$ cat src/hdl/hbh_pkg.sv
`default_nettype none

package hbh_pkg;

   localparam int HUE_W             = 15;
   localparam int MODE_W            = 3;
   localparam int CSR_IDX_W         = 2;
   localparam int HUE_FRAC_BITS_DEF = 6;
   localparam int NUM_BANDS         = 4;
   localparam int BAND_IDX_W        = $clog2(NUM_BANDS);
   localparam int BAND_CNT_W        = $clog2(NUM_BANDS + 1);
   localparam int DEG_W             = 9;
   localparam int DEG_FULL          = 360;

   // floor(v / 360) for 15-bit v by reciprocal multiply
   localparam int DIV360_K = 23;
   localparam int DIV360_M = 23302;
   localparam int Q360_W   = 7;
   localparam int P360_W   = HUE_W + DIV360_K;

   // offset quotient: ((mag * width + full / 2) >> frac) / 8 / 45
   localparam int VAL_W   = 23;
   localparam int NQ_W    = VAL_W - 3;
   localparam int SPLIT_W = 10;
   localparam int DIV45_K = 26;
   localparam int DIV45_M = 1491309;
   localparam int M45_W   = 21;
   localparam int PP_W    = SPLIT_W + M45_W;
   localparam int SUM_W   = PP_W + SPLIT_W + 1;
   localparam int OFF_W   = 15;
   localparam int OFF_MAX = 16384;

   localparam logic [MODE_W-1:0] MODE_ANALOGOUS      = 3'd0;
   localparam logic [MODE_W-1:0] MODE_MONOCHROME     = 3'd1;
   localparam logic [MODE_W-1:0] MODE_COMPLEMENTARY  = 3'd2;
   localparam logic [MODE_W-1:0] MODE_SPLIT_COMPLEM  = 3'd3;
   localparam logic [MODE_W-1:0] MODE_TRIADIC        = 3'd4;
   localparam logic [MODE_W-1:0] MODE_SQUARE         = 3'd5;

   localparam logic [CSR_IDX_W-1:0] CSR_HARMONY_MODE  = 2'd0;
   localparam logic [CSR_IDX_W-1:0] CSR_MAIN_HUE      = 2'd1;
   localparam logic [CSR_IDX_W-1:0] CSR_SURFACE_WIDTH = 2'd2;

   localparam logic [DEG_W-1:0] DEG_90  = 9'd90;
   localparam logic [DEG_W-1:0] DEG_120 = 9'd120;
   localparam logic [DEG_W-1:0] DEG_150 = 9'd150;
   localparam logic [DEG_W-1:0] DEG_180 = 9'd180;
   localparam logic [DEG_W-1:0] DEG_210 = 9'd210;
   localparam logic [DEG_W-1:0] DEG_240 = 9'd240;
   localparam logic [DEG_W-1:0] DEG_270 = 9'd270;

   typedef struct packed {
      logic first;
      logic second;
   } stage_en_type;

   function automatic int hue_bits(input int frac);
      return $clog2(DEG_FULL << frac);
   endfunction

   function automatic logic [BAND_CNT_W-1:0] band_count(input logic [MODE_W-1:0] mode);
      logic [BAND_CNT_W-1:0] cnt;
      case (mode)
         MODE_COMPLEMENTARY: cnt = BAND_CNT_W'(2);
         MODE_SPLIT_COMPLEM: cnt = BAND_CNT_W'(3);
         MODE_TRIADIC:       cnt = BAND_CNT_W'(3);
         MODE_SQUARE:        cnt = BAND_CNT_W'(4);
         default:            cnt = BAND_CNT_W'(1);
      endcase
      return cnt;
   endfunction

   function automatic logic [DEG_W-1:0] band_deg(input logic [MODE_W-1:0] mode,
                                                  input logic [BAND_IDX_W-1:0] k);
      logic [DEG_W-1:0] deg;
      deg = '0;
      case (mode)
         MODE_COMPLEMENTARY: begin
            if (k == BAND_IDX_W'(1)) deg = DEG_180;
         end
         MODE_SPLIT_COMPLEM: begin
            if (k == BAND_IDX_W'(1)) deg = DEG_150;
            if (k == BAND_IDX_W'(2)) deg = DEG_210;
         end
         MODE_TRIADIC: begin
            if (k == BAND_IDX_W'(1)) deg = DEG_120;
            if (k == BAND_IDX_W'(2)) deg = DEG_240;
         end
         MODE_SQUARE: begin
            if (k == BAND_IDX_W'(1)) deg = DEG_90;
            if (k == BAND_IDX_W'(2)) deg = DEG_180;
            if (k == BAND_IDX_W'(3)) deg = DEG_270;
         end
         default: deg = '0;
      endcase
      return deg;
   endfunction

   function automatic logic [Q360_W-1:0] div360(input logic [HUE_W-1:0] v);
      logic [P360_W-1:0] p;
      p = P360_W'(v) * P360_W'(DIV360_M);
      return p[DIV360_K +: Q360_W];
   endfunction

endpackage

`default_nettype wire

$ cat src/hdl/hbh_if.sv
`default_nettype none

interface hbh_req_if import hbh_pkg::*; ();
   logic              valid;
   logic              ready;
   logic [HUE_W-1:0]  pixel_hue;
   logic              last_in_frame;

   modport source (output valid, output pixel_hue, output last_in_frame, input ready);
   modport sink   (input valid, input pixel_hue, input last_in_frame, output ready);
endinterface

interface hbh_rsp_if import hbh_pkg::*; ();
   logic              valid;
   logic              ready;
   logic [HUE_W-1:0]  new_hue;
   logic              frame_end;

   modport source (output valid, output new_hue, output frame_end, input ready);
   modport sink   (input valid, input new_hue, input frame_end, output ready);
endinterface

interface hbh_csr_if import hbh_pkg::*; ();
   logic                  valid;
   logic                  ready;
   logic [CSR_IDX_W-1:0]  index;
   logic [HUE_W-1:0]      data;

   modport source (output valid, output index, output data, input ready);
   modport sink   (input valid, input index, input data, output ready);
endinterface

`default_nettype wire

$ cat src/hdl/hue_band_harmonizer.sv
// hue_band_harmonizer: pulls each pixel hue toward the nearest band of a
// harmony template set up through the csr channel.
// req channel: one pixel hue and a last-in-frame flag per transfer.
// rsp channel: the harmonized hue and the frame-end flag, one per request,
// in request order.
// csr channel: index 0 mode, 1 main hue, 2 surface width; always ready.
// Write it only while no pixel is in flight.
// Throughput: one pixel per clock while rsp is not stalled, set by the 12-stage
// pipeline; every stage holds one pixel and moves on when the stage after it is free.
// When the receiver stalls, rsp holds its result and the pipeline keeps
// taking pixels until every stage holds one; bubbles are squeezed out.
// Reset empties the pipeline and clears all three csr registers to 0.
// No memories, so there is no clearing pass after reset.
`default_nettype none

module hue_band_harmonizer import hbh_pkg::*; #(
   parameter int HUE_FRAC_BITS = HUE_FRAC_BITS_DEF
) (
   input  wire logic  clock,
   input  wire logic  reset,
   hbh_req_if.sink    req_bus,
   hbh_rsp_if.source  rsp_bus,
   hbh_csr_if.sink    csr_bus
);

   localparam int FULL   = DEG_FULL << HUE_FRAC_BITS;
   localparam int HW     = hue_bits(HUE_FRAC_BITS);
   localparam int HALF   = FULL / 2;
   localparam int MAG_W  = $clog2(HALF + 1);
   localparam int PROD_W = MAG_W + HUE_W;

   localparam logic [HW:0]       FULL_V = (HW + 1)'(FULL);
   localparam logic [HW-1:0]     HALF_H = HW'(HALF);
   localparam logic [MAG_W-1:0]  HALF_M = MAG_W'(HALF);
   localparam logic [PROD_W-1:0] HALF_P = PROD_W'(HALF);

   localparam int NSTAGE   = 12;
   localparam int ST_IN    = 0;
   localparam int ST_WRAP  = 2;
   localparam int ST_BAND  = 3;
   localparam int ST_DIST  = 4;
   localparam int ST_SEL   = 5;
   localparam int ST_PROD  = 6;
   localparam int ST_PART  = 7;
   localparam int ST_OFF   = 8;
   localparam int ST_OWRAP = 10;
   localparam int ST_OUT   = 11;

   // csr registers
   logic [MODE_W-1:0] mode_ff;
   logic [HUE_W-1:0]  main_hue_ff;
   logic [HUE_W-1:0]  width_ff;

   assign csr_bus.ready = 1'b1;

   always_ff @(posedge clock) begin
      if (reset) begin
         mode_ff     <= MODE_ANALOGOUS;
         main_hue_ff <= '0;
         width_ff    <= '0;
      end else if (csr_bus.valid) begin
         case (csr_bus.index)
            CSR_HARMONY_MODE:  mode_ff     <= csr_bus.data[MODE_W-1:0];
            CSR_MAIN_HUE:      main_hue_ff <= csr_bus.data;
            CSR_SURFACE_WIDTH: width_ff    <= csr_bus.data;
            default: ;
         endcase
      end
   end

   // pipeline flow control
   logic [NSTAGE-1:0] vld_ff;
   logic [NSTAGE-1:0] vld_in;
   logic [NSTAGE-1:0] stage_en;

   assign stage_en[ST_OUT] = !vld_ff[ST_OUT] || rsp_bus.ready;
   assign vld_in[ST_IN]    = stage_en[ST_IN] ? req_bus.valid : vld_ff[ST_IN];

   for (genvar g = 0; g < ST_OUT; g++) begin : g_flow
      assign stage_en[g] = !vld_ff[g] || stage_en[g + 1];
      assign vld_in[g + 1] = stage_en[g + 1] ? vld_ff[g] : vld_ff[g + 1];
   end

   always_ff @(posedge clock) begin
      if (reset) begin
         vld_ff <= '0;
      end else begin
         vld_ff <= vld_in;
      end
   end

   assign req_bus.ready = stage_en[ST_IN];

   // input stage
   logic [HUE_W-1:0] pix_ff;
   logic             lastc_ff [ST_IN:ST_OUT];

   always_ff @(posedge clock) begin
      if (stage_en[ST_IN]) begin
         pix_ff          <= req_bus.pixel_hue;
         lastc_ff[ST_IN] <= req_bus.last_in_frame;
      end
      for (int i = ST_IN + 1; i <= ST_OUT; i++) begin
         if (stage_en[i]) lastc_ff[i] <= lastc_ff[i - 1];
      end
   end

   // reduce pixel and anchor hues into one turn
   stage_en_type   hue_en;
   stage_en_type   off_en;
   logic [HW-1:0]  pix_r;
   logic [HW-1:0]  anchor_r;
   logic [HW-1:0]  off_r;

   assign hue_en = '{first: stage_en[ST_WRAP - 1], second: stage_en[ST_WRAP]};
   assign off_en = '{first: stage_en[ST_OWRAP - 1], second: stage_en[ST_OWRAP]};

   hbh_hue_wrap #(.HUE_FRAC_BITS(HUE_FRAC_BITS)) u_pix_wrap (
      .clock   (clock),
      .en      (hue_en),
      .hue_in  (pix_ff),
      .hue_out (pix_r)
   );

   hbh_hue_wrap #(.HUE_FRAC_BITS(HUE_FRAC_BITS)) u_anchor_wrap (
      .clock   (clock),
      .en      (hue_en),
      .hue_in  (main_hue_ff),
      .hue_out (anchor_r)
   );

   logic [HW-1:0] pixc_ff [ST_BAND:ST_OWRAP];

   always_ff @(posedge clock) begin
      if (stage_en[ST_BAND]) pixc_ff[ST_BAND] <= pix_r;
      for (int i = ST_BAND + 1; i <= ST_OWRAP; i++) begin
         if (stage_en[i]) pixc_ff[i] <= pixc_ff[i - 1];
      end
   end

   // band positions
   logic [HW:0]   band_sum [NUM_BANDS];
   logic [HW-1:0] band_c   [NUM_BANDS];
   logic [HW-1:0] bnd3_ff  [NUM_BANDS];

   always_comb begin
      for (int k = 0; k < NUM_BANDS; k++) begin
         band_sum[k] = {1'b0, anchor_r}
                     + ((HW + 1)'(band_deg(mode_ff, BAND_IDX_W'(k))) << HUE_FRAC_BITS);
         band_c[k] = (band_sum[k] >= FULL_V) ? HW'(band_sum[k] - FULL_V)
                                             : band_sum[k][HW-1:0];
      end
   end

   always_ff @(posedge clock) begin
      if (stage_en[ST_BAND]) bnd3_ff <= band_c;
   end

   // signed circular distance of the pixel to each band
   logic [HW:0]      diff_c [NUM_BANDS];
   logic [HW:0]      turn_c [NUM_BANDS];
   logic [MAG_W-1:0] mag_c  [NUM_BANDS];
   logic             neg_c  [NUM_BANDS];
   logic [HW-1:0]    bnd4_ff [NUM_BANDS];
   logic [MAG_W-1:0] mag4_ff [NUM_BANDS];
   logic             neg4_ff [NUM_BANDS];

   always_comb begin
      for (int k = 0; k < NUM_BANDS; k++) begin
         diff_c[k] = {1'b0, pixc_ff[ST_BAND]} - {1'b0, bnd3_ff[k]};
         turn_c[k] = diff_c[k][HW] ? diff_c[k] + FULL_V : diff_c[k];
         // the half-turn point counts as negative
         neg_c[k]  = turn_c[k][HW-1:0] >= HALF_H;
         mag_c[k]  = neg_c[k] ? MAG_W'(FULL_V - turn_c[k]) : MAG_W'(turn_c[k]);
      end
   end

   always_ff @(posedge clock) begin
      if (stage_en[ST_DIST]) begin
         bnd4_ff <= bnd3_ff;
         mag4_ff <= mag_c;
         neg4_ff <= neg_c;
      end
   end

   // nearest band, ties keep the earlier one
   logic [BAND_CNT_W-1:0] n_bands;
   logic [HW-1:0]         sel_band;
   logic [MAG_W-1:0]      sel_mag;
   logic                  sel_neg;
   logic [MAG_W-1:0]      mag5_ff;
   logic [HW-1:0]         bandc_ff [ST_SEL:ST_OWRAP];
   logic                  negc_ff  [ST_SEL:ST_OWRAP];

   assign n_bands = band_count(mode_ff);

   always_comb begin
      sel_band = bnd4_ff[0];
      sel_mag  = mag4_ff[0];
      sel_neg  = neg4_ff[0];
      for (int k = 1; k < NUM_BANDS; k++) begin
         if (BAND_CNT_W'(k) < n_bands && mag4_ff[k] < sel_mag) begin
            sel_band = bnd4_ff[k];
            sel_mag  = mag4_ff[k];
            sel_neg  = neg4_ff[k];
         end
      end
   end

   always_ff @(posedge clock) begin
      if (stage_en[ST_SEL]) begin
         mag5_ff          <= sel_mag;
         bandc_ff[ST_SEL] <= sel_band;
         negc_ff[ST_SEL]  <= sel_neg;
      end
      for (int i = ST_SEL + 1; i <= ST_OWRAP; i++) begin
         if (stage_en[i]) begin
            bandc_ff[i] <= bandc_ff[i - 1];
            negc_ff[i]  <= negc_ff[i - 1];
         end
      end
   end

   // offset = round(mag * width / full), halves up
   logic [PROD_W-1:0] prod_ff;
   logic [PROD_W-1:0] prod_sh;
   logic [NQ_W-1:0]   nq;
   logic [PP_W-1:0]   pp_hi_ff;
   logic [PP_W-1:0]   pp_lo_ff;
   logic [SUM_W-1:0]  pp_sum;
   logic [OFF_W-1:0]  off_ff;

   always_ff @(posedge clock) begin
      if (stage_en[ST_PROD]) begin
         prod_ff <= PROD_W'(mag5_ff) * PROD_W'(width_ff) + HALF_P;
      end
   end

   // divide by 2^frac, then by 8, then by 45 through a split reciprocal product
   assign prod_sh = prod_ff >> HUE_FRAC_BITS;
   assign nq      = prod_sh[VAL_W-1:3];

   always_ff @(posedge clock) begin
      if (stage_en[ST_PART]) begin
         pp_hi_ff <= PP_W'(nq[NQ_W-1:SPLIT_W]) * PP_W'(DIV45_M);
         pp_lo_ff <= PP_W'(nq[SPLIT_W-1:0]) * PP_W'(DIV45_M);
      end
   end

   assign pp_sum = (SUM_W'(pp_hi_ff) << SPLIT_W) + SUM_W'(pp_lo_ff);

   always_ff @(posedge clock) begin
      if (stage_en[ST_OFF]) begin
         off_ff <= pp_sum[DIV45_K +: OFF_W];
      end
   end

   hbh_hue_wrap #(.HUE_FRAC_BITS(HUE_FRAC_BITS)) u_off_wrap (
      .clock   (clock),
      .en      (off_en),
      .hue_in  (off_ff),
      .hue_out (off_r)
   );

   // apply the signed offset and wrap (monochrome: band itself, unknown mode: pixel)
   logic [HW:0]   up_sum;
   logic [HW:0]   dn_sum;
   logic [HW-1:0] res_in;
   logic [HW-1:0] res_ff;

   always_comb begin
      up_sum = {1'b0, bandc_ff[ST_OWRAP]} + {1'b0, off_r};
      if (up_sum >= FULL_V) up_sum = up_sum - FULL_V;
      dn_sum = {1'b0, bandc_ff[ST_OWRAP]} - {1'b0, off_r};
      if (dn_sum[HW]) dn_sum = dn_sum + FULL_V;
      case (mode_ff)
         MODE_MONOCHROME: res_in = bandc_ff[ST_OWRAP];
         MODE_ANALOGOUS, MODE_COMPLEMENTARY, MODE_SPLIT_COMPLEM,
         MODE_TRIADIC, MODE_SQUARE: begin
            res_in = negc_ff[ST_OWRAP] ? dn_sum[HW-1:0] : up_sum[HW-1:0];
         end
         default: res_in = pixc_ff[ST_OWRAP];
      endcase
   end

   always_ff @(posedge clock) begin
      if (stage_en[ST_OUT]) res_ff <= res_in;
   end

   assign rsp_bus.valid     = vld_ff[ST_OUT];
   assign rsp_bus.new_hue   = HUE_W'(res_ff);
   assign rsp_bus.frame_end = lastc_ff[ST_OUT];

`ifndef SYNTHESIS
   a_result_in_turn: assert property (@(posedge clock) disable iff (reset)
      vld_ff[ST_OUT] |-> ({1'b0, res_ff} < FULL_V))
      else $error("harmonized hue outside one turn");

   a_mag_half_turn: assert property (@(posedge clock) disable iff (reset)
      vld_ff[ST_SEL] |-> (mag5_ff <= HALF_M))
      else $error("band distance above half a turn");

   a_offset_bound: assert property (@(posedge clock) disable iff (reset)
      vld_ff[ST_OFF] |-> (off_ff <= OFF_W'(OFF_MAX)))
      else $error("offset quotient out of bound");
`endif

endmodule

`default_nettype wire

$ cat src/hdl/hbh_hue_wrap.sv
`default_nettype none

// two-stage reduction of a 15-bit hue modulo 360 << frac
module hbh_hue_wrap import hbh_pkg::*; #(
   parameter int HUE_FRAC_BITS = HUE_FRAC_BITS_DEF
) (
   input  wire logic                                clock,
   input  wire stage_en_type                        en,
   input  wire logic [HUE_W-1:0]                    hue_in,
   output logic      [hue_bits(HUE_FRAC_BITS)-1:0]  hue_out
);

   localparam int HW = hue_bits(HUE_FRAC_BITS);
   localparam logic [HUE_W-1:0] LOW_MASK = HUE_W'((1 << HUE_FRAC_BITS) - 1);

   logic [HUE_W-1:0]  whole_ff;
   logic [HUE_W-1:0]  low_ff;
   logic [Q360_W-1:0] quo_ff;
   logic [HUE_W-1:0]  whole_sh;
   logic [HUE_W-1:0]  rem_full;
   logic [HW-1:0]     hue_out_ff;

   assign whole_sh = hue_in >> HUE_FRAC_BITS;

   always_ff @(posedge clock) begin
      if (en.first) begin
         whole_ff <= whole_sh;
         low_ff   <= hue_in & LOW_MASK;
         quo_ff   <= div360(whole_sh);
      end
   end

   // remainder of the whole-degree part stays below 360
   assign rem_full = whole_ff - HUE_W'(quo_ff) * HUE_W'(DEG_FULL);

   always_ff @(posedge clock) begin
      if (en.second) begin
         hue_out_ff <= (HW'(rem_full[DEG_W-1:0]) << HUE_FRAC_BITS) | HW'(low_ff);
      end
   end

   assign hue_out = hue_out_ff;

endmodule

`default_nettype wire
$ cat src/flat_wrapper.sv
// flat-port wrapper written by rule: the top's interface ports become plain ports
module hue_band_harmonizer_flat import hbh_pkg::*;
#(
   parameter int HUE_FRAC_BITS = HUE_FRAC_BITS_DEF
)
  (clock, reset, req_bus_valid, req_bus_pixel_hue, req_bus_last_in_frame, req_bus_ready, rsp_bus_valid, rsp_bus_new_hue, rsp_bus_frame_end, rsp_bus_ready, csr_bus_valid, csr_bus_index, csr_bus_data, csr_bus_ready);
  hbh_req_if req_bus_i ();
  hbh_rsp_if rsp_bus_i ();
  hbh_csr_if csr_bus_i ();
  input  wire logic clock;
  input  wire logic reset;
  input wire logic [$bits(req_bus_i.valid)-1:0] req_bus_valid;
  input wire logic [$bits(req_bus_i.pixel_hue)-1:0] req_bus_pixel_hue;
  input wire logic [$bits(req_bus_i.last_in_frame)-1:0] req_bus_last_in_frame;
  output wire logic [$bits(req_bus_i.ready)-1:0] req_bus_ready;
  output wire logic [$bits(rsp_bus_i.valid)-1:0] rsp_bus_valid;
  output wire logic [$bits(rsp_bus_i.new_hue)-1:0] rsp_bus_new_hue;
  output wire logic [$bits(rsp_bus_i.frame_end)-1:0] rsp_bus_frame_end;
  input wire logic [$bits(rsp_bus_i.ready)-1:0] rsp_bus_ready;
  input wire logic [$bits(csr_bus_i.valid)-1:0] csr_bus_valid;
  input wire logic [$bits(csr_bus_i.index)-1:0] csr_bus_index;
  input wire logic [$bits(csr_bus_i.data)-1:0] csr_bus_data;
  output wire logic [$bits(csr_bus_i.ready)-1:0] csr_bus_ready;
  assign req_bus_i.valid = req_bus_valid;
  assign req_bus_i.pixel_hue = req_bus_pixel_hue;
  assign req_bus_i.last_in_frame = req_bus_last_in_frame;
  assign req_bus_ready = req_bus_i.ready;
  assign rsp_bus_valid = rsp_bus_i.valid;
  assign rsp_bus_new_hue = rsp_bus_i.new_hue;
  assign rsp_bus_frame_end = rsp_bus_i.frame_end;
  assign rsp_bus_i.ready = rsp_bus_ready;
  assign csr_bus_i.valid = csr_bus_valid;
  assign csr_bus_i.index = csr_bus_index;
  assign csr_bus_i.data = csr_bus_data;
  assign csr_bus_ready = csr_bus_i.ready;
  hue_band_harmonizer #(.HUE_FRAC_BITS(HUE_FRAC_BITS)) u_core (.clock(clock), .reset(reset), .req_bus(req_bus_i), .rsp_bus(rsp_bus_i), .csr_bus(csr_bus_i));
endmodule
$ cat config.mk
export PLATFORM = sky130hd
export DESIGN_NAME = hue_band_harmonizer_flat
export DESIGN_NICKNAME = d
export VERILOG_FILES = /design/src/hdl/hbh_pkg.sv /design/src/hdl/hbh_if.sv /design/src/hdl/hue_band_harmonizer.sv /design/src/hdl/hbh_hue_wrap.sv /design/src/flat_wrapper.sv
export SDC_FILE = /design/constraint.sdc
export NUM_CORES = 2
export LEC_CHECK = 0
export BUFFER_PORTS_ARGS = -buffer_cell sky130_fd_sc_hd__buf_2
export CAP_MARGIN = 25
export CORE_MARGIN = 5
export CORE_UTILIZATION = 35
export CTS_BUF_LIST = sky130_fd_sc_hd__clkbuf_4
export CTS_CLUSTER_SIZE = 10
export DETAILED_ROUTE_END_ITERATION = 10
export PLACE_DENSITY = 0.55
export SYNTH_ARGS = -nofsm -noshare
export SYNTH_HDL_FRONTEND = slang
export SYNTH_HIERARCHICAL = 1
export SYNTH_SLANG_ARGS = --single-unit
$ cat constraint.sdc
create_clock -name clock -period 20.4 [get_ports clock]
set_input_delay 4.08 -clock clock [delete_from_list [all_inputs] [get_ports clock]]
set_output_delay 4.08 -clock clock [all_outputs]
set_load 0.01 [all_outputs]
==> results.txt <==
----------------------------------------------------
[Detailed routing]
  Antenna Nets Post-Route ... 0
  Detailed Route Iter0 Violations ... around 1300
  Total wire length after detailed routing ... around 100000 um
  Overall via count from detail_route ... 29200
  Wire length per cell ... approximately 16 um
  DR pass1 iterations ... 5
  Via density per instance ... 4.74
  Drt drc ... 0

[Power]
  Cell leakage power ... about 24 nW
  Pwr/cell area ... about 180 nW/um^2
  Power Total ... between 0.008 and 0.009 W
  Maximum VDD drop ... between 0.2 and 0.3 mV

[Worst setup path]
  Largest stage delay on the critical path ... 0.51 ns
  Startpoint type of the worst setup path ... input port
  Worst setup path endpoint ... req_bus_ready
  Crit Reg-Reg Endpoint ... u_core/negc_ff[1][1]
  CP startpoint ... rsp_bus_ready
  Crit end category ... output port
  Reg-to-reg startpoint ... u_core/mag4_ff[29]
  Worst EP arrival ... about 7.5 ns
  Number of cell instances on the worst register-to-register path ... 27
  Data required time at the worst endpoint ... roughly 16 ns
  Peak fanout along the critical path ... 35
  Series of cell instances along the critical path ... buf_2, nor2b_1, inv_1, nor2_1, nand3_2, buf_4, nor2_1, nand4_1, buf_4, or2_2, buf_2
  FF-to-FF setup slack ... roughly 13 ns
  Critical-path top delay cell ... sky130_fd_sc_hd__nor2_1
  Critical path type ... input port to output port

[Global route]
  Initial antenna violation count ... 6
  Grt total ovfl ... 0
  Pin count of the biggest net entering global routing ... slightly above 80
  Via count of the first global-routing pass ... between 30000 and 40000
  Global router's overall resource usage ... between 10 and 15%
  First-pass GRT wire length ... 161000 um

[Status]
  Status ... finished, final reports clean

[Yosys]
  Cells after synthesis ... ~4100
  Number of distinct standard cells referenced by the synthesized netlist ... 97
  Synthesis Warnings ... 6
  Netlist Area Pre-Place ... around 47000 um^2
  Seq cells post-synth ... between 600 and 700
  Adder-cell area share of the yosys netlist ... roughly 30%
  Mux share of post-synthesis cell area ... around 2%
  Post-Synth Simple-Gate Area ... under 10%
  Mean Syn Cell Area ... around 11 um^2
  Sequential cell area fraction in the yosys report ... around two fifths
  Syn Nets ... roughly 5100
  Top_reg_cell synth ... sky130_fd_sc_hd__edfxtp_1
  Xor/xnor share of the synthesized area ... 4.37%
  Compound-cell area share of the yosys netlist ... ~9%
  Number of synthesized flops with an enable pin ... 587
  Largest family of logic cells by synthesized area ... adder cells
  FFs w/ async S/R, synth ... 0%

[Timing]
  Fin. Hold Viols ... 0
  Post-route clock skew ... between 0.07 and 0.08 ns
  Worst rel slew slack ... 30.2%
  Final slew viol count ... 0
  Max Freq ... ~86 MHz
  Hold_ws ... 0.392 ns
  Share of the clock period used by the worst path after layout ... 56.9%
  Final-report setup violation count ... 0
  Pin slew with the least headroom to its limit ... between 1 and 1.5 ns
  Shortest clock period the worst path allows after layout ... between 10 and 15 ns
  Setup tns final ... 0 ns
  Final Worst Setup Slack ... between 8 and 9 ns
  RSZ-0062 raised after global routing ... false

[Clocking]
  Register clock-pin slew on the reported worst setup and hold paths ... around 0.06 ns
  Number of buffers inserted by hold repair at cts ... 0
  CTS buffer count ... 170
  Worst-Skew Late Latency ... about 1.1 ns
  Clock sinks ... 632
  Maximum number of buffers from clock root to sink ... 3
  Number of gates resized after cts ... 0
  CTS root buf ... sky130_fd_sc_hd__clkbuf_4
  Clock H-tree levels ... 4
  Clock tree from TritonCTS ... yes
  Buffers inserted by post-CTS timing repair ... 0

[Run]
  Max-cap viol count ... 0

[Cells and area]
  Fraction of final layout cells sized beyond drive strength 1 ... about a tenth
  Commonest non-fill, non-tap cells in the layout ... sky130_fd_sc_hd__inv_1 (685), sky130_fd_sc_hd__ha_1 (598), sky130_fd_sc_hd__edfxtp_1 (587)
  Final nets ... approximately 5200
  FILL cells ... about 13000
  Design area ... between 50000 and 60000 um^2
  Growth of design area from synthesis to finish ... 9.70%
  Most common cell after layout, fill and taps aside ... sky130_fd_sc_hd__inv_1

[Placement]
  Placement-stage cell area ... 48900 um^2
  Count of buffers inserted at the top-level ports ... 55
  Pre-CTS worst setup slack ... 8.73 ns
  HPWL after detailed placement ... 78400 um
  Final RePlAce weighted congestion ... around 0.85

[Floorplan]
  Floorplan die height ... 375 um
  Number of top-level design ports ... 57
  Horizontal die dimension ... between 300 and 400 um
  Number of rows created at floorplan ... 134
  Effective utilization at floorplan ... between 30% and 40%
  Die Outline Area ... 141000 um^2
  Area of the placeable core ... ~130000 um^2

[Min path]
  Hold Path Class ... flop to flop

----------------------------------------------------
## final cells by class
type / instances / area [um^2] / area share (%)
clock inverter: 66 / 408 / 0.797
timing repair buffer: 74 / 463 / 0.905
multi-input combinational: 2690 / 25200 / 49.2
sequential: 632 / 18500 / 36.2
tap: 1768 / 2210 / 4.32
clock buffer: 237 / 1780 / 3.48
inverter: 689 / 2590 / 5.06
antenna: 8 / 20.0 / 0.0391
## power breakdown
group	leakage, nW	internal [W]	switching [W]	total [W]
registers	6.97	0.00205	0.000253	0.00231
clock network	1.28	0.000583	0.000530	0.00111
logic	15.4	0.00240	0.00314	0.00554
## per-stage QoR
stage,cells,util (%)
5_1_grt,6162,38.5
4_1_cts,6155,38.4
3_5_place_dp,5852,36.8
6_report,6164,38.5
3_3_place_gp,5850,36.8
2_1_floorplan,4101,-
## sequential cells by signal (all words and copies together), names as in the netlist, 9 cells and up
register	count
u_core/bandc_ff	90
u_core/bnd3_ff	39
u_core/bnd4_ff	39
u_core/lastc_ff	12
u_core/mag4_ff	53
u_core/mag5_ff	14
u_core/main_hue_ff	15
u_core/off_ff	15
u_core/pix_ff	15
u_core/pixc_ff	120
u_core/pp_hi_ff	31
u_core/pp_lo_ff	21
u_core/prod_ff	20
u_core/rsp_bus.new_hue	15
u_core/u_anchor_wrap/hue_out	15
u_core/u_anchor_wrap/whole_ff	9
u_core/u_off_wrap/hue_out	15
u_core/u_off_wrap/whole_ff	9
u_core/u_pix_wrap/hue_out	15
u_core/u_pix_wrap/whole_ff	9
u_core/vld_ff	12
u_core/width_ff	15
## how the worst min path moves through the flow
stage / end / slack, ns / cells after the start / startpoint
after floorplan: u_core/bandc_ff[1][30] / 0.40 / 0 / u_core/bandc_ff[1][15]
after global placement: u_core/pixc_ff[1][21] / 0.40 / 0 / u_core/u_pix_wrap/hue_out[6]
after detailed placement: u_core/bandc_ff[1][17] / 0.40 / 0 / u_core/bnd4_ff[47]
after CTS: u_core/pixc_ff[4][22] / 0.37 / 0 / u_core/pixc_ff[4][7]
after global routing: u_core/pixc_ff[4][22] / 0.39 / 0 / u_core/pixc_ff[4][7]
final: u_core/pixc_ff[4][22] / 0.39 / 0 / u_core/pixc_ff[4][7]
## routing by layer
layer	up-vias	GRT usage (%)	share of wire [%]
li1	14500	-	-
met1	14100	19.1	47
met2	453	23.5	48
met3	135	2.41	3.4
met4	0	4.42	1.9
met5	-	0	0
## synth_stat cells, types with 5 or more instances
library cell | instances | area share, %
sky130_fd_sc_hd__edfxtp_1 | 587 | 38
sky130_fd_sc_hd__ha_1 | 598 | 16
sky130_fd_sc_hd__mux2i_1 | 44 | 0.94
sky130_fd_sc_hd__nand3_1 | 51 | 0.55
sky130_fd_sc_hd__nand2_1 | 271 | 2.2
sky130_fd_sc_hd__a31o_2 | 7 | 0.13
sky130_fd_sc_hd__nor2_1 | 154 | 1.2
sky130_fd_sc_hd__and2_1 | 123 | 1.6
sky130_fd_sc_hd__a211o_1 | 8 | 0.15
sky130_fd_sc_hd__a221oi_1 | 14 | 0.26
sky130_fd_sc_hd__o21ai_0 | 100 | 1.1
sky130_fd_sc_hd__nor4_1 | 9 | 0.12
sky130_fd_sc_hd__fa_1 | 315 | 14
sky130_fd_sc_hd__dfxtp_1 | 45 | 1.9
sky130_fd_sc_hd__nand4_1 | 18 | 0.24
sky130_fd_sc_hd__a21o_1 | 47 | 0.76
sky130_fd_sc_hd__o211ai_1 | 15 | 0.24
sky130_fd_sc_hd__nor3_1 | 52 | 0.56
sky130_fd_sc_hd__mux2_2 | 43 | 1.0
sky130_fd_sc_hd__o311ai_0 | 6 | 0.11
sky130_fd_sc_hd__a22oi_1 | 14 | 0.23
sky130_fd_sc_hd__and3_1 | 24 | 0.32
sky130_fd_sc_hd__o2111ai_1 | 11 | 0.21
sky130_fd_sc_hd__a21boi_0 | 6 | 0.097
sky130_fd_sc_hd__or2_2 | 17 | 0.23
sky130_fd_sc_hd__xor2_1 | 78 | 1.5
sky130_fd_sc_hd__o221ai_1 | 6 | 0.11
sky130_fd_sc_hd__nand3b_1 | 7 | 0.11
sky130_fd_sc_hd__o22ai_1 | 6 | 0.080
sky130_fd_sc_hd__xnor2_1 | 151 | 2.8
sky130_fd_sc_hd__o31ai_1 | 18 | 0.29
sky130_fd_sc_hd__a211oi_1 | 25 | 0.40
sky130_fd_sc_hd__or3_1 | 18 | 0.24
sky130_fd_sc_hd__nand2b_1 | 27 | 0.36
sky130_fd_sc_hd__clkbuf_1 | 70 | 0.56
sky130_fd_sc_hd__a31oi_1 | 16 | 0.21
sky130_fd_sc_hd__o21bai_1 | 18 | 0.29
sky130_fd_sc_hd__nor3b_1 | 13 | 0.21
sky130_fd_sc_hd__buf_2 | 10 | 0.11
sky130_fd_sc_hd__o31a_1 | 5 | 0.094
sky130_fd_sc_hd__a21oi_1 | 182 | 2.0
sky130_fd_sc_hd__inv_1 | 688 | 5.5
sky130_fd_sc_hd__o21a_1 | 36 | 0.58
sky130_fd_sc_hd__nor2b_1 | 41 | 0.55
sky130_fd_sc_hd__and4_1 | 5 | 0.094
## kinds of logic (layout without fill, tap and decap cells)
logic type	after synthesis	count (layout)
DFF	632	632
muxes	89	89
and+or+nand+nor	854	854
adders and majority gates	913	913
other	1	9
buffers and inverters	779	1066
xor gates and xnor gates	231	231
AOI/OAI and AO/OA	602	602
## critical path, delay by kind of cell
family,cells,cell delay (ns)
and+or+nand+nor,6,2.07
buffers and inverters,5,1.37
No activity file was read; power rests on OpenSTA's default activity.
